===== config.mk =====
export PLATFORM = sky130hd
export DESIGN_NAME = image_file_type_sniffer_unit
export DESIGN_NICKNAME = d
export VERILOG_FILES = /design/src/design/ifts_pkg.sv /design/src/design/ifts_exr_walk.sv /design/src/design/ifts_svg_scan.sv /design/src/design/image_file_type_sniffer_unit.sv
export SDC_FILE = /design/constraint.sdc
export NUM_CORES = 1
export LEC_CHECK = 0
export BUFFER_PORTS_ARGS = -buffer_cell sky130_fd_sc_hd__buf_4
export CELL_PAD_IN_SITES_DETAIL_PLACEMENT = 2
export CELL_PAD_IN_SITES_GLOBAL_PLACEMENT = 2
export CORE_MARGIN = 2
export CORE_UTILIZATION = 40
export CTS_CLUSTER_DIAMETER = 80
export DETAILED_ROUTE_END_ITERATION = 8
export GPL_TIMING_DRIVEN = 0
export PLACE_DENSITY_LB_ADDON = 0.1
export SLEW_MARGIN = 20
export SYNTH_ARGS = -nofsm -noshare
export SYNTH_HDL_FRONTEND = slang
export SYNTH_SLANG_ARGS = --single-unit
export TNS_END_PERCENT = 30

===== constraint.sdc =====
create_clock -name i_clk -period 23.7 [get_ports i_clk]
set_input_delay 0 -clock i_clk [delete_from_list [all_inputs] [get_ports i_clk]]
set_output_delay 0 -clock i_clk [all_outputs]
set_load 0.02 [all_outputs]

===== src/design/ifts_pkg.sv =====
// Package for the image file type sniffer: payload structs, scanner phase
// enums, size constants and the small classification helper functions.
// No dependencies.
package ifts_pkg;

    localparam int SvgScanBytesDefault   = 4096;
    localparam int PrologueLimitDefault  = 64;
    localparam int AttributeLimitDefault = 4096;

    localparam int PosW    = 13;
    localparam logic [PosW-1:0] PosMax = 13'd8191;
    localparam int HeadN   = 12;
    localparam int TailN   = 18;

    typedef struct packed {
        logic [7:0] data_byte;
        logic       last_byte;
    } t_in_item;

    typedef struct packed {
        logic [1:0] file_kind;
        logic [3:0] signature_id;
    } t_out_item;

    typedef enum logic [2:0] {
        EXR_HEADER, EXR_NAME, EXR_TYPE, EXR_SIZE, EXR_VALUE, EXR_DONE
    } t_exr_phase;

    typedef enum logic [3:0] {
        SV_BOM0, SV_BOM1, SV_BOM2, SV_SPACE, SV_LT, SV_BANG, SV_BANGDASH,
        SV_DOCKEY, SV_PI, SV_COMMENT, SV_DOCTYPE, SV_NAME
    } t_svg_phase;

    localparam logic [1:0] VERDICT_PENDING = 2'd0;
    localparam logic [1:0] VERDICT_YES     = 2'd1;
    localparam logic [1:0] VERDICT_NO      = 2'd2;

    localparam logic [1:0] KIND_UNKNOWN = 2'd0;
    localparam logic [1:0] KIND_PAINT   = 2'd1;
    localparam logic [1:0] KIND_RASTER  = 2'd2;
    localparam logic [1:0] KIND_VECTOR  = 2'd3;

    localparam logic [3:0] SIG_NONE = 4'd0,  SIG_EXR = 4'd1,  SIG_PNG = 4'd2;
    localparam logic [3:0] SIG_PSD = 4'd3,   SIG_HDR = 4'd4,  SIG_DPX = 4'd5;
    localparam logic [3:0] SIG_CIN = 4'd6,   SIG_GIF = 4'd7,  SIG_WEBP = 4'd8;
    localparam logic [3:0] SIG_TIFF = 4'd9,  SIG_JPEG = 4'd10, SIG_BMP = 4'd11;
    localparam logic [3:0] SIG_PNM = 4'd12,  SIG_TGA = 4'd13, SIG_SVG = 4'd14;

    localparam logic [4:0] MarkerMismatch = 5'd31;
    localparam logic [4:0] MarkerLen      = 5'd10;

    function automatic logic [7:0] marker_char(input logic [4:0] idx);
        logic [7:0] c;
        case (idx)
            5'd0: c = "n";
            5'd1: c = "p";
            5'd2: c = ":";
            5'd3: c = "v";
            5'd4: c = "e";
            5'd5: c = "r";
            5'd6: c = "s";
            5'd7: c = "i";
            5'd8: c = "o";
            5'd9: c = "n";
            default: c = 8'h00;
        endcase
        return c;
    endfunction

    function automatic logic [7:0] doctype_char(input logic [3:0] idx);
        logic [7:0] c;
        case (idx)
            4'd3: c = "O";
            4'd4: c = "C";
            4'd5: c = "T";
            4'd6: c = "Y";
            4'd7: c = "P";
            4'd8: c = "E";
            default: c = 8'h00;
        endcase
        return c;
    endfunction

    function automatic logic [7:0] tga_foot_char(input int idx);
        logic [7:0] c;
        case (idx)
            0: c = "T";   1: c = "R";   2: c = "U";   3: c = "E";
            4: c = "V";   5: c = "I";   6: c = "S";   7: c = "I";
            8: c = "O";   9: c = "N";   10: c = "-";  11: c = "X";
            12: c = "F";  13: c = "I";  14: c = "L";  15: c = "E";
            16: c = ".";
            default: c = 8'h00;
        endcase
        return c;
    endfunction

    function automatic logic is_space(input logic [7:0] b);
        return (b == 8'h20) || (b == 8'h09) || (b == 8'h0D) || (b == 8'h0A);
    endfunction

    function automatic logic is_name_char(input logic [7:0] b);
        return (b inside {[8'h61:8'h7A], [8'h41:8'h5A], [8'h30:8'h39]}) ||
               (b == 8'h2D) || (b == 8'h5F) || (b == 8'h2E) || (b == 8'h3A);
    endfunction

    function automatic logic name_is_svg(input logic [31:0] tail, input logic [2:0] len);
        return (len == 3'd3 && tail == 32'h0073_7667) ||
               (len >= 3'd5 && tail == 32'h3A73_7667);
    endfunction

endpackage


===== src/design/ifts_exr_walk.sv =====
// EXR part-0 attribute walker: one byte per cycle when stepped, looks for the marker name.
// Depends on ifts_pkg.
module ifts_exr_walk #(
    parameter int ATTRIBUTE_LIMIT = ifts_pkg::AttributeLimitDefault
) (
    input  logic                     i_clk,
    input  logic                     i_rst_n,
    input  logic                     i_step,
    input  logic                     i_clear,
    input  logic [7:0]               i_byte,
    input  logic [ifts_pkg::PosW-1:0] i_pos,
    output logic [1:0]               o_verdict
);
    localparam int CntW = $clog2(ATTRIBUTE_LIMIT + 1);

    ifts_pkg::t_exr_phase r_phase, n_phase;
    logic [4:0]      r_prog, n_prog;
    logic [31:0]     r_skip, n_skip;
    logic [CntW-1:0] r_cnt, n_cnt;
    logic [1:0]      r_verdict, n_verdict;

    always_comb begin
        n_phase   = r_phase;
        n_prog    = r_prog;
        n_skip    = r_skip;
        n_cnt     = r_cnt;
        n_verdict = r_verdict;
        if (r_verdict == ifts_pkg::VERDICT_PENDING) begin
            case (r_phase)
                ifts_pkg::EXR_HEADER: begin
                    if (i_pos >= ifts_pkg::PosW'(7)) begin
                        n_phase = ifts_pkg::EXR_NAME;
                        n_prog  = '0;
                    end
                end
                ifts_pkg::EXR_NAME: begin
                    if (i_byte == 8'h00) begin
                        if (r_prog == 5'd0) begin
                            n_verdict = ifts_pkg::VERDICT_NO;
                            n_phase   = ifts_pkg::EXR_DONE;
                        end else if (r_prog == ifts_pkg::MarkerLen) begin
                            n_verdict = ifts_pkg::VERDICT_YES;
                            n_phase   = ifts_pkg::EXR_DONE;
                        end else begin
                            n_phase = ifts_pkg::EXR_TYPE;
                            n_prog  = '0;
                        end
                    end else if (r_prog < ifts_pkg::MarkerLen &&
                                 i_byte == ifts_pkg::marker_char(r_prog)) begin
                        n_prog = r_prog + 5'd1;
                    end else begin
                        n_prog = ifts_pkg::MarkerMismatch;
                    end
                end
                ifts_pkg::EXR_TYPE: begin
                    if (i_byte == 8'h00) begin
                        if (r_prog == 5'd0) begin
                            n_verdict = ifts_pkg::VERDICT_NO;
                            n_phase   = ifts_pkg::EXR_DONE;
                        end else begin
                            n_phase = ifts_pkg::EXR_SIZE;
                            n_prog  = '0;
                            n_skip  = '0;
                        end
                    end else begin
                        n_prog = 5'd1;
                    end
                end
                ifts_pkg::EXR_SIZE: begin
                    case (r_prog[1:0])
                        2'd0: n_skip[7:0]   = r_skip[7:0]   | i_byte;
                        2'd1: n_skip[15:8]  = r_skip[15:8]  | i_byte;
                        2'd2: n_skip[23:16] = r_skip[23:16] | i_byte;
                        default: n_skip[31:24] = r_skip[31:24] | i_byte;
                    endcase
                    n_prog = r_prog + 5'd1;
                    if (r_prog == 5'd3) begin
                        if (n_skip == 32'd0) begin
                            n_cnt = r_cnt + CntW'(1);
                            if (n_cnt >= CntW'(ATTRIBUTE_LIMIT)) begin
                                n_verdict = ifts_pkg::VERDICT_NO;
                                n_phase   = ifts_pkg::EXR_DONE;
                            end else begin
                                n_phase = ifts_pkg::EXR_NAME;
                                n_prog  = '0;
                            end
                        end else begin
                            n_phase = ifts_pkg::EXR_VALUE;
                        end
                    end
                end
                ifts_pkg::EXR_VALUE: begin
                    n_skip = r_skip - 32'd1;
                    if (r_skip == 32'd1) begin
                        n_cnt = r_cnt + CntW'(1);
                        if (n_cnt >= CntW'(ATTRIBUTE_LIMIT)) begin
                            n_verdict = ifts_pkg::VERDICT_NO;
                            n_phase   = ifts_pkg::EXR_DONE;
                        end else begin
                            n_phase = ifts_pkg::EXR_NAME;
                            n_prog  = '0;
                        end
                    end
                end
                default: ;
            endcase
        end
    end

    always_ff @(posedge i_clk) begin
        if (!i_rst_n || (i_step && i_clear)) begin
            r_phase   <= ifts_pkg::EXR_HEADER;
            r_prog    <= '0;
            r_skip    <= '0;
            r_cnt     <= '0;
            r_verdict <= ifts_pkg::VERDICT_PENDING;
        end else if (i_step) begin
            r_phase   <= n_phase;
            r_prog    <= n_prog;
            r_skip    <= n_skip;
            r_cnt     <= n_cnt;
            r_verdict <= n_verdict;
        end
    end

    // Verdict including the byte being stepped now, for the final decision.
    assign o_verdict = n_verdict;
endmodule


===== src/design/ifts_svg_scan.sv =====
// SVG prologue scanner: BOM, whitespace, PIs, comments, doctypes, root name.
// Depends on ifts_pkg.
module ifts_svg_scan #(
    parameter int SVG_SCAN_BYTES = ifts_pkg::SvgScanBytesDefault,
    parameter int PROLOGUE_LIMIT = ifts_pkg::PrologueLimitDefault
) (
    input  logic                     i_clk,
    input  logic                     i_rst_n,
    input  logic                     i_step,
    input  logic                     i_clear,
    input  logic [7:0]               i_byte,
    input  logic [ifts_pkg::PosW-1:0] i_pos,
    output logic                     o_is_svg
);
    ifts_pkg::t_svg_phase r_phase, n_phase;
    logic [6:0]  r_ccnt, n_ccnt;
    logic [1:0]  r_q, n_q;
    logic [11:0] r_depth, n_depth;
    logic [31:0] r_tail, n_tail;
    logic [2:0]  r_len, n_len;
    logic [1:0]  r_verdict, n_verdict;
    logic        w_lt, w_sp, w_close;

    always_comb begin
        n_phase   = r_phase;
        n_ccnt    = r_ccnt;
        n_q       = r_q;
        n_depth   = r_depth;
        n_tail    = r_tail;
        n_len     = r_len;
        n_verdict = r_verdict;
        w_sp      = ifts_pkg::is_space(i_byte);
        w_lt      = (i_byte == 8'h3C);
        w_close   = 1'b0;
        if (r_verdict == ifts_pkg::VERDICT_PENDING &&
            i_pos < ifts_pkg::PosW'(SVG_SCAN_BYTES)) begin
            case (r_phase)
                ifts_pkg::SV_BOM0, ifts_pkg::SV_SPACE: begin
                    if (r_phase == ifts_pkg::SV_BOM0 && i_byte == 8'hEF)
                        n_phase = ifts_pkg::SV_BOM1;
                    else if (w_sp) n_phase = ifts_pkg::SV_SPACE;
                    else if (w_lt) n_phase = ifts_pkg::SV_LT;
                    else n_verdict = ifts_pkg::VERDICT_NO;
                end
                ifts_pkg::SV_BOM1: begin
                    if (i_byte == 8'hBB) n_phase = ifts_pkg::SV_BOM2;
                    else n_verdict = ifts_pkg::VERDICT_NO;
                end
                ifts_pkg::SV_BOM2: begin
                    if (i_byte == 8'hBF) n_phase = ifts_pkg::SV_SPACE;
                    else n_verdict = ifts_pkg::VERDICT_NO;
                end
                ifts_pkg::SV_LT: begin
                    if (i_byte == 8'h3F || i_byte == 8'h21) begin
                        if (r_ccnt < 7'(PROLOGUE_LIMIT)) begin
                            if (i_byte == 8'h3F) begin
                                n_phase = ifts_pkg::SV_PI;
                                n_q     = '0;
                            end else begin
                                n_phase = ifts_pkg::SV_BANG;
                            end
                        end else begin
                            n_verdict = ifts_pkg::VERDICT_NO;
                        end
                    end else if (ifts_pkg::is_name_char(i_byte)) begin
                        n_phase = ifts_pkg::SV_NAME;
                        n_tail  = {24'd0, i_byte};
                        n_len   = 3'd1;
                    end else begin
                        n_verdict = ifts_pkg::VERDICT_NO;
                    end
                end
                ifts_pkg::SV_BANG: begin
                    if (i_byte == 8'h2D) n_phase = ifts_pkg::SV_BANGDASH;
                    else if (i_byte == 8'h44) begin
                        n_phase = ifts_pkg::SV_DOCKEY;
                        n_depth = 12'd3;
                    end else n_verdict = ifts_pkg::VERDICT_NO;
                end
                ifts_pkg::SV_BANGDASH: begin
                    if (i_byte == 8'h2D) begin
                        n_phase = ifts_pkg::SV_COMMENT;
                        n_q     = '0;
                    end else n_verdict = ifts_pkg::VERDICT_NO;
                end
                ifts_pkg::SV_DOCKEY: begin
                    if (r_depth < 12'd9 && i_byte == ifts_pkg::doctype_char(r_depth[3:0])) begin
                        n_depth = r_depth + 12'd1;
                        if (r_depth == 12'd8) begin
                            n_phase = ifts_pkg::SV_DOCTYPE;
                            n_depth = '0;
                            n_q     = '0;
                        end
                    end else n_verdict = ifts_pkg::VERDICT_NO;
                end
                ifts_pkg::SV_PI: begin
                    if (r_q != 2'd0 && i_byte == 8'h3E) w_close = 1'b1;
                    else n_q = (i_byte == 8'h3F) ? 2'd1 : 2'd0;
                end
                ifts_pkg::SV_COMMENT: begin
                    if (i_byte == 8'h3E && r_q >= 2'd2) w_close = 1'b1;
                    else if (i_byte == 8'h2D) n_q = (r_q < 2'd2) ? r_q + 2'd1 : 2'd2;
                    else n_q = '0;
                end
                ifts_pkg::SV_DOCTYPE: begin
                    if (r_q != 2'd0) begin
                        if ((r_q == 2'd1 && i_byte == 8'h27) ||
                            (r_q == 2'd2 && i_byte == 8'h22)) n_q = '0;
                    end else if (i_byte == 8'h27) n_q = 2'd1;
                    else if (i_byte == 8'h22) n_q = 2'd2;
                    else if (i_byte == 8'h5B) begin
                        if (r_depth < 12'd4095) n_depth = r_depth + 12'd1;
                    end else if (i_byte == 8'h5D) begin
                        if (r_depth != 12'd0) n_depth = r_depth - 12'd1;
                    end else if (i_byte == 8'h3E && r_depth == 12'd0) w_close = 1'b1;
                end
                ifts_pkg::SV_NAME: begin
                    if (ifts_pkg::is_name_char(i_byte)) begin
                        n_tail = {r_tail[23:0], i_byte};
                        if (r_len < 3'd5) n_len = r_len + 3'd1;
                    end else begin
                        n_verdict = ifts_pkg::name_is_svg(r_tail, r_len) ?
                                    ifts_pkg::VERDICT_YES : ifts_pkg::VERDICT_NO;
                    end
                end
                default: n_verdict = ifts_pkg::VERDICT_NO;
            endcase
            if (w_close) begin
                if (r_ccnt < 7'd127) n_ccnt = r_ccnt + 7'd1;
                n_phase = ifts_pkg::SV_SPACE;
            end
        end
    end

    always_ff @(posedge i_clk) begin
        if (!i_rst_n || (i_step && i_clear)) begin
            r_phase   <= ifts_pkg::SV_BOM0;
            r_ccnt    <= '0;
            r_q       <= '0;
            r_depth   <= '0;
            r_len     <= '0;
            r_verdict <= ifts_pkg::VERDICT_PENDING;
        end else if (i_step) begin
            r_phase   <= n_phase;
            r_ccnt    <= n_ccnt;
            r_q       <= n_q;
            r_depth   <= n_depth;
            r_len     <= n_len;
            r_verdict <= n_verdict;
        end
    end

    always_ff @(posedge i_clk) begin
        if (i_step) r_tail <= n_tail;
    end

    // Final judgement: a pending scan counts only if it stands in a root name.
    assign o_is_svg = (n_verdict == ifts_pkg::VERDICT_YES) ||
                      (n_verdict == ifts_pkg::VERDICT_PENDING &&
                       n_phase == ifts_pkg::SV_NAME && ifts_pkg::name_is_svg(n_tail, n_len));
endmodule


===== src/design/image_file_type_sniffer_unit.sv =====
// Top level of the image file type sniffer.
// Depends on ifts_pkg, ifts_exr_walk and ifts_svg_scan.
//
// Feed a file one byte per transfer, from offset zero, and mark its final byte
// with last_byte. Every byte is consumed in the cycle it is accepted, so the
// block takes one byte per clock, bar a held-off last byte; the rate is set by the
// single registered pass through the EXR walker and SVG scanner, which update once
// per byte. On the transfer that carries the last byte, the verdict (file_kind,
// signature_id) is computed from the head bytes, the last eighteen bytes and both
// scanners, and appears in the output register on the next cycle; the scanning
// state then returns to its reset value so the following byte starts a new file.
// Bytes that are not last produce no result. The output register holds one result;
// while it waits for the sink, further non-last bytes are still taken, and a second
// last byte is held off only until the register drains. No clearing pass after reset.
module image_file_type_sniffer_unit #(
    parameter int SVG_SCAN_BYTES  = ifts_pkg::SvgScanBytesDefault,
    parameter int PROLOGUE_LIMIT  = ifts_pkg::PrologueLimitDefault,
    parameter int ATTRIBUTE_LIMIT = ifts_pkg::AttributeLimitDefault
) (
    input  logic               i_clk,
    input  logic               i_rst_n,
    input  logic               i_valid,
    output logic               o_ready,
    input  ifts_pkg::t_in_item i_item,
    output logic               o_valid,
    input  logic               i_ready,
    output ifts_pkg::t_out_item o_item
);
    logic [ifts_pkg::PosW-1:0] r_pos;
    logic [7:0] r_head [ifts_pkg::HeadN];
    logic [7:0] r_tail [ifts_pkg::TailN];
    logic [7:0] w_h [ifts_pkg::HeadN];
    logic [7:0] w_t [ifts_pkg::TailN];
    logic [ifts_pkg::PosW-1:0] w_cnt;
    logic       w_step, w_last;
    logic [1:0] w_exr_verdict;
    logic       w_svg;
    logic       w_tga;
    logic       r_valid;
    ifts_pkg::t_out_item r_item, n_item;

    // Accept plain bytes always; a last byte needs room in the output register.
    assign o_ready = !r_valid || i_ready || !i_item.last_byte;
    assign w_step  = i_valid && o_ready;
    assign w_last  = i_item.last_byte;

    ifts_exr_walk #(.ATTRIBUTE_LIMIT(ATTRIBUTE_LIMIT)) u_exr (
        .i_clk(i_clk), .i_rst_n(i_rst_n), .i_step(w_step), .i_clear(w_last),
        .i_byte(i_item.data_byte), .i_pos(r_pos), .o_verdict(w_exr_verdict)
    );

    ifts_svg_scan #(.SVG_SCAN_BYTES(SVG_SCAN_BYTES), .PROLOGUE_LIMIT(PROLOGUE_LIMIT)) u_svg (
        .i_clk(i_clk), .i_rst_n(i_rst_n), .i_step(w_step), .i_clear(w_last),
        .i_byte(i_item.data_byte), .i_pos(r_pos), .o_is_svg(w_svg)
    );

    // Head and tail views that include the byte arriving now.
    assign w_cnt = (r_pos < ifts_pkg::PosMax) ? r_pos + 1'b1 : ifts_pkg::PosMax;
    always_comb begin
        for (int k = 0; k < ifts_pkg::HeadN; k++)
            w_h[k] = (r_pos == ifts_pkg::PosW'(k)) ? i_item.data_byte : r_head[k];
        for (int k = 0; k < ifts_pkg::TailN - 1; k++) w_t[k] = r_tail[k+1];
        w_t[ifts_pkg::TailN-1] = i_item.data_byte;
        w_tga = 1'b1;
        for (int k = 0; k < ifts_pkg::TailN; k++)
            if (w_t[k] != ifts_pkg::tga_foot_char(k)) w_tga = 1'b0;
    end

    // Priority classification of the finished file.
    always_comb begin
        n_item.file_kind    = ifts_pkg::KIND_RASTER;
        n_item.signature_id = ifts_pkg::SIG_NONE;
        if (w_cnt >= 4 && {w_h[0], w_h[1], w_h[2], w_h[3]} == 32'h762F_3101) begin
            n_item.signature_id = ifts_pkg::SIG_EXR;
            if (w_exr_verdict == ifts_pkg::VERDICT_YES) n_item.file_kind = ifts_pkg::KIND_PAINT;
        end else if (w_cnt >= 8 && {w_h[0], w_h[1], w_h[2], w_h[3], w_h[4], w_h[5], w_h[6],
                     w_h[7]} == 64'h8950_4E47_0D0A_1A0A)
            n_item.signature_id = ifts_pkg::SIG_PNG;
        else if (w_cnt >= 4 && {w_h[0], w_h[1], w_h[2], w_h[3]} == "8BPS")
            n_item.signature_id = ifts_pkg::SIG_PSD;
        else if ((w_cnt >= 10 && {w_h[0], w_h[1], w_h[2], w_h[3], w_h[4], w_h[5], w_h[6],
                  w_h[7], w_h[8], w_h[9]} == "#?RADIANCE") ||
                 (w_cnt >= 6 && {w_h[0], w_h[1], w_h[2], w_h[3], w_h[4], w_h[5]} == "#?RGBE"))
            n_item.signature_id = ifts_pkg::SIG_HDR;
        else if (w_cnt >= 4 && ({w_h[0], w_h[1], w_h[2], w_h[3]} == "SDPX" ||
                                {w_h[0], w_h[1], w_h[2], w_h[3]} == "XPDS"))
            n_item.signature_id = ifts_pkg::SIG_DPX;
        else if (w_cnt >= 4 && {w_h[0], w_h[1], w_h[2], w_h[3]} == 32'h802A_5FD7)
            n_item.signature_id = ifts_pkg::SIG_CIN;
        else if (w_cnt >= 6 && ({w_h[0], w_h[1], w_h[2], w_h[3], w_h[4], w_h[5]} == "GIF87a" ||
                                {w_h[0], w_h[1], w_h[2], w_h[3], w_h[4], w_h[5]} == "GIF89a"))
            n_item.signature_id = ifts_pkg::SIG_GIF;
        else if (w_cnt >= 12 && {w_h[0], w_h[1], w_h[2], w_h[3]} == "RIFF" &&
                 {w_h[8], w_h[9], w_h[10], w_h[11]} == "WEBP")
            n_item.signature_id = ifts_pkg::SIG_WEBP;
        else if (w_cnt >= 4 && ({w_h[0], w_h[1], w_h[2], w_h[3]} == 32'h4949_2A00 ||
                                {w_h[0], w_h[1], w_h[2], w_h[3]} == 32'h4D4D_002A))
            n_item.signature_id = ifts_pkg::SIG_TIFF;
        else if (w_cnt >= 3 && {w_h[0], w_h[1], w_h[2]} == 24'hFFD8FF)
            n_item.signature_id = ifts_pkg::SIG_JPEG;
        else if (w_cnt >= 2 && {w_h[0], w_h[1]} == "BM")
            n_item.signature_id = ifts_pkg::SIG_BMP;
        else if (w_cnt >= 3 && w_h[0] == "P" && w_h[1] inside {[8'h31:8'h37]} &&
                 ifts_pkg::is_space(w_h[2]))
            n_item.signature_id = ifts_pkg::SIG_PNM;
        else if (w_cnt >= 18 && w_tga)
            n_item.signature_id = ifts_pkg::SIG_TGA;
        else if (w_svg) begin
            n_item.file_kind    = ifts_pkg::KIND_VECTOR;
            n_item.signature_id = ifts_pkg::SIG_SVG;
        end else begin
            n_item.file_kind = ifts_pkg::KIND_UNKNOWN;
        end
    end

    // Advance position and byte history; drop everything after a last byte.
    always_ff @(posedge i_clk) begin
        if (!i_rst_n) begin
            r_pos <= '0;
        end else if (w_step) begin
            r_pos <= w_last ? '0 : w_cnt;
        end
    end

    always_ff @(posedge i_clk) begin
        if (!i_rst_n) begin
            for (int k = 0; k < ifts_pkg::HeadN; k++) r_head[k] <= '0;
            for (int k = 0; k < ifts_pkg::TailN; k++) r_tail[k] <= '0;
        end else if (w_step) begin
            for (int k = 0; k < ifts_pkg::HeadN; k++) r_head[k] <= w_last ? 8'd0 : w_h[k];
            for (int k = 0; k < ifts_pkg::TailN; k++) r_tail[k] <= w_last ? 8'd0 : w_t[k];
        end
    end

    // Output register: load on a last-byte transfer, hold until taken.
    always_ff @(posedge i_clk) begin
        if (!i_rst_n) begin
            r_valid <= 1'b0;
        end else if (w_step && w_last) begin
            r_valid <= 1'b1;
        end else if (i_ready) begin
            r_valid <= 1'b0;
        end
    end

    always_ff @(posedge i_clk) begin
        if (w_step && w_last) r_item <= n_item;
    end

    assign o_valid = r_valid;
    assign o_item  = r_item;
endmodule


==> results of run 1 <==
==> registers in the layout, indices dropped and copies added, names as in the netlist, 5 cells and up, named ones only <==
register	cells
o_item	6
r_pos	13
u_exr.r_cnt	13
u_exr.r_skip	32
u_svg.r_tail	32
r_tail	136
u_svg.r_ccnt	7
r_head	96
u_exr.r_prog	5
u_svg.r_depth	12
==> final cells by class <==
class	instances	area share, %
antenna	1	0.00972
timing repair buffer	24	0.874
clock buffer	58	4.93
tap	756	3.67
clock inverter	30	1.46
inverter	42	0.646
buffer	181	2.74
sequential	376	39.7
multi-input combinational	1948	46.0
==> worst min-delay path, stage by stage <==
cell     delay (ps)
buf_4           140
nand3_1         150
nor2_1           60
mux2i_1         140
o22a_1          150
nor2_1           30
==> layer usage <==
metal	track usage [%]	vias up	wire length (um)
li1	-	9770	-
met1	48.3	11600	46000
met2	58.5	859	50100
met3	5.41	219	7200
met4	13.4	4	4100
met5	0	-	30
==> synth_stat cells (32+ instances only) <==
library cell    n  area share, %
nand2_1       284            4.7
nand4_1        62            1.7
nand2b_1       32           0.88
mux2i_1        53            2.3
inv_1          38           0.62
dfxtp_1       106            9.3
nor2_1        244            4.0
o21ai_0       115            2.5
edfxtp_1      270             35
nor3_1         86            1.9
nand3_1        86            1.9
nor4_1         51            1.4
a21oi_1       196            4.3
and3_1        163            4.5
clkbuf_1      163            2.7
==> power groups by stage <==
| stage | combinational, mW | clock, mW | sequential (mW) |
|---|---|---|---|
| after floorplan | 0.0811 | 0 | 0.766 |
| after global placement | 0.136 | 0 | 0.778 |
| after detailed placement | 0.143 | 0 | 0.776 |
| after CTS | 0.145 | 0.794 | 0.763 |
| after global routing | 0.156 | 0.816 | 0.766 |
| final | 0.149 | 0.786 | 0.765 |
==> cells by family after synthesis <==
logic type | count (synthesis)
compound gates | 554
simple gates | 1262
buf+inv | 223
flops | 376
fa+ha+maj | 26
mux | 71
xor+xnor | 35
==> metrics by stage <==
step	power, mW	instance area, sq um	worst slack [ps]	cells	utilization [%]
global route	1.74	25800	18110	3415	45.7
detailed placement	0.919	24100	18320	3325	42.7
CTS	1.70	25700	18260	3415	45.6
floorplan	0.847	22800	15960	2547	-
finish	1.70	25800	18170	3416	45.7
global placement	0.913	23900	12000	3322	42.4
==> how the worst max path moves through the flow <==
stage | from | endpoint | slack [ps] | depth (start not counted)
after floorplan | o_valid | flip-flop | 15960 | 13
after global placement | o_valid | flip-flop | 12000 | 13
after detailed placement | r_pos[9] | o_item[4] | 18320 | 13
after CTS | r_pos[9] | o_item[4] | 18260 | 13
after global routing | r_pos[0] | o_item[5] | 18110 | 11
final | r_pos[0] | o_item[5] | 18170 | 11
==> what timing repair did <==
action / in CTS / in global routing
setup buffers: 0 / 0
hold endpoints to repair: 1 / 0
resized for setup: 0 / 0
hold buffers: 2 / 0
==> flow_summary.toml, run 1 <==
[layout]
final_cell_mix = "nand2_1 (284), edfxtp_1 (270), nor2_1 (244)"
drive_gt1_share_pct = 7.03
final_common_cell = "nand2_1"
synthToLayoutAreaGrowth_pct = 12.7
multi_input_area_sq_mm = 0.0118
fillers = 6269
seqCellArea_sq_mm = 0.0102
layout.nets = 2659

[status]
outcome = "complete, no violations"

[drt]
wire_per_inst_um = 31.4
drt_wl_total_mm = 107
drt_iter0_markers = 2128
drtAntennaViolNets = 0
vias_per_cell = 6.59
remaining_drc_errors = 0
num_vias = 22500
drt_first_pass_iters = 5

[critical_path]
crit_path_end_kind = "flip-flop"
critPathSlowestCell = "or4_1"
path_cells = "inv_1 > ha_1 > or4b_2 > clkbuf_1 > nor3_2 > nor2_1 > or4_1 > nor4_1 > nand4_1 > or3_1 > a21boi_0"
path_class = "flip-flop to flip-flop"
required_ps = 24050
crit_path_max_fanout = 8
cp_top_family = "simple AND/OR/NAND/NOR gates"
r2r_start = "r_pos[0]"
worstPathArrival_ps = 5880
reg2regPathDepth = 11
startpoint_type = "flip-flop"
crit_path_max_incr_delay_ps = 720
reg2reg_slack_ps = 18170
critPathBufInv = 2
timing.rr.end = "o_item[5]"

[global_route]
overflow = 0
grt_max_degree = 112
grt_pass1_vias = 23700
antenna_found_initial = 5
grt_pass1_wl_mm = 160
grtUsageTotal_pct = 35.9

[pwr]
p_per_area_mw_per_mm2 = 66.0
p_leak_nw = 9.28
vdd_drop_max_v = 0.0000521
pwr-share-seq_pct = 45.0
p_int_mw = 1.23
p_sw_mw = 0.465
combPwrFrac_pct = 8.8
p_clk_share_pct = 46.3
p_sw_share_pct = 27.4

[clock_tree]
cts_htree_levels = 2
clock-sinks = 376
clk_pin_slew_ps = 70
root_buffer = "clkbuf_16"
insertion_delay_ps = 620
clk_path_buf_depth = 3
numCtsBuffers = 47
cts_tree = "built"

[worst_hold_path]
worstHoldStart = "i_valid"
min_to = "u_exr.r_skip[15]"
hold_path_depth = 6
min_path_type = "input port to flip-flop"

[sta]
timing.hold.ws_ps = 112
rsz0062_at_grt = "false"
setup_tns_ps = 0
period_minus_slack_ps = 5530
post-route-period-util_pct = 23.3
setup_viol = 0
slew_headroom_pct = 18.5
max_slew.worst_pin.slew_ps = 1220
hold_viol_final = 0
maxSlewViolCount = 0
clock.fmax_mhz = 181
clock_skew_ps = 20.3

[yosys]
ys_warn_count = 0
synthSimpleGateAreaFrac_pct = 29.8
synth_area_sq_mm = 0.0228
synth_compound_area_share_pct = 15.7
yosysSeqAreaShare_pct = 44.8
synthArstFlopShare_pct = 0
syn_area_per_cell_sq_um = 8.97
synth_fp_nets = 2586
synth_seq_cells = 376
synth_edf_count = 270
synth-xor-area-share_pct = 1.34
synth_fa_ha_area_share_pct = 1.42
synthMuxAreaShare_pct = 3.21
synthFlopType = "edfxtp_1"
synth_top_family_by_area = "simple AND/OR/NAND/NOR gates"
ys_types = 100
synthCells = 2547

[floorplanning]
core-area_sq_mm = 0.0564
start_util_pct = 40.5
die_x_um = 243
die_h_um = 243
dieArea_sq_mm = 0.0590
row_count = 87
io_pins = 21

[place]
dp_hpwl_mm = 78.5
routabilityCongestion = 0.985
io_buffer_count = 19

[job]
maxCapViolations = 0
Power figures use the tool's default switching activity.
==> inputs of run 2 (changes only) <==
- CORE_UTILIZATION: 40 -> 37
- clock period: 23.7 -> 4.58 ns (I/O delays scaled with it)
==> flow_summary.toml, run 2 (synthesis gave the netlist of run 1 again) <==
[sta]
setup_viol = 0
maxSlewViolCount = 0
clock_skew_ps = 26.4
max_slew.worst_pin.slew_ps = 1170
hold_viol_final = 0
period_minus_slack_ps = 4520
slew_headroom_pct = 21.9
clock.fmax_mhz = 221
post-route-period-util_pct = 98.6
setup_tns_ps = 0

[layout]
fillers = 6700
multi_input_area_sq_mm = 0.0121
synthToLayoutAreaGrowth_pct = 14.6
top_register = "r_tail"
final_cell_mix = "nand2_1 (284), edfxtp_1 (270), nor2_1 (243)"
reg_top3 = "r_tail: 136 flops, r_head: 96 flops"
layout.nets = 2674
largest_reg_flops = 136
postLayoutCoreUtil_pct = 42.7
final_common_cell = "nand2_1"
finalInstanceArea_sq_mm = 0.0262
seqCellArea_sq_mm = 0.0102
drive_gt1_share_pct = 9.24

[floorplanning]
die_h_um = 252
die_x_um = 252
io_pins = 21
dieArea_sq_mm = 0.0637
row_count = 91
core-area_sq_mm = 0.0614
start_util_pct = 37.2

[job]
maxCapViolations = 0

[drt]
drtAntennaViolNets = 0
drt_first_pass_iters = 5
remaining_drc_errors = 0
num_vias = 22100
drt_wl_total_mm = 103
wire_per_inst_um = 29.6
vias_per_cell = 6.37
drt_iter0_markers = 1821

[critical_path]
timing.rr.end = "o_item[5]"
critPathSlowestCell = "or4_1"
required_ps = 4930
crit_path_end_kind = "flip-flop"
crit_path_max_incr_delay_ps = 690
reg2reg_slack_ps = 60
startpoint_type = "flip-flop"
r2r_start = "r_pos[0]"
path_cells = "inv_1 > ha_4 > or4b_2 > clkbuf_1 > nor3_4 > nor2_1 > or4_1 > nor4_4 > nand4_1 > buf_4 > or3_1 > a21boi_0"
reg2regPathDepth = 12
path_class = "flip-flop to flip-flop"
crit_path_max_fanout = 6
worstPathArrival_ps = 4870

[pwr]
p_leak_nw = 9.47
p_int_mw = 6.24
power_mw = 8.57
p_per_area_mw_per_mm2 = 327
vdd_drop_max_v = 0.000255
pwr-share-seq_pct = 46.0
combPwrFrac_pct = 9.1
p_sw_share_pct = 27.2
p_sw_mw = 2.33
p_clk_share_pct = 44.9

[worst_hold_path]
min_path_type = "input port to flip-flop"
min_to = "u_exr.r_skip[15]"
worstHoldStart = "i_valid"
hold_path_depth = 6

[global_route]
grtUsageTotal_pct = 31.7
overflow = 0
antenna_found_initial = 4
grt_pass1_wl_mm = 152
grt_pass1_vias = 23000
grt_max_degree = 40

[status]
outcome = "complete, no violations"

[place]
routabilityCongestion = 0.953
dp_hpwl_mm = 76.7
place_area_sq_mm = 0.0242
io_buffer_count = 19

[clock_tree]
clock-sinks = 376
cts_htree_levels = 2
insertion_delay_ps = 630
root_buffer = "clkbuf_16"
numCtsBuffers = 47
cts_tree = "built"
clk_pin_slew_ps = 60
clk_path_buf_depth = 3
-- run 2: cell types whose count changed in the layout (fill, tap and decap cells not counted), sizes merged --
| cell | before | now |
|---|---|---|
| bufinv | 7 | 5 |
| clkinv | 20 | 23 |
| buf | 39 | 57 |
| clkinvlp | 5 | 3 |
| diode | 1 | 2 |
| clkbuf | 221 | 217 |
-- run 2: layer usage --
layer / track usage, % / vias to the layer above / part of all wire, %
met5: 0 / - / 0
met4: 7.93 / 0 / 2.5
met2: 53.2 / 625 / 48
met1: 43.3 / 11500 / 44
met3: 3.82 / 145 / 5.5
li1: - / 9797 / -
-- run 2: power groups by stage --
stage	Clock (mW)	Sequential [mW]	Combinational, mW
global placement	0	4.02	0.710
global route	4.03	3.96	0.825
finish	3.84	3.94	0.780
floorplan	0	3.95	0.422
detailed placement	0	4.00	0.748
CTS	3.90	3.94	0.762
-- run 2: through the flow --
| step | hold slack (ps) | setup slack [ps] | instances |
|---|---|---|---|
| after global placement | 299 | -3780 | 3356 |
| after floorplan | 136 | -1340 | 2547 |
| after global routing | 106 | -54.1 | 3462 |
| after detailed placement | 301 | -954 | 3363 |
| final | 102 | 63.3 | 3464 |
| after CTS | 101 | -2.49 | 3453 |
-- run 2: critical path, delay by kind of cell, from the launching register on --
| family | cells | cell delay (ps) |
|---|---|---|
| and+or+nand+nor | 7 | 2710 |
| buffers and inverters | 3 | 670 |
| DFF | 1 | 360 |
| adders and majority gates | 1 | 290 |
| AOI/OAI and AO/OA | 1 | 200 |
-- run 2: worst max path at each step --
| stage | end | slack (ps) | from | depth (start not counted) |
|---|---|---|---|---|
| after floorplan | flip-flop | -1340 | o_valid | 13 |
| after global placement | flip-flop | -3780 | o_valid | 12 |
| after detailed placement | o_item[5] | -950 | r_pos[0] | 11 |
| after CTS | o_item[2] | -2 | r_pos[0] | 12 |
| after global routing | o_item[5] | -50 | r_pos[0] | 12 |
| final | o_item[5] | 60 | r_pos[0] | 12 |
-- run 2: area by class of cell --
type	count	area share, %
clock buffers	57	4.73
repair buffers	42	1.56
clock inverters	29	1.19
diodes	2	0.0191
flip-flops and latches	376	39.1
multi-input cells	1948	46.2
well taps	790	3.77
inverters	42	0.631
plain buffers	178	2.80
-- run 2: timing repair --
action | 4_1_cts | 5_1_grt
buffers inserted | 4 | 10
resized for setup | 30 | 37
hold endpoints to repair | 1 | 0
pin swaps | 6 | 5
setup endpoints to repair | 6 | 7
hold buffers | 2 | 0
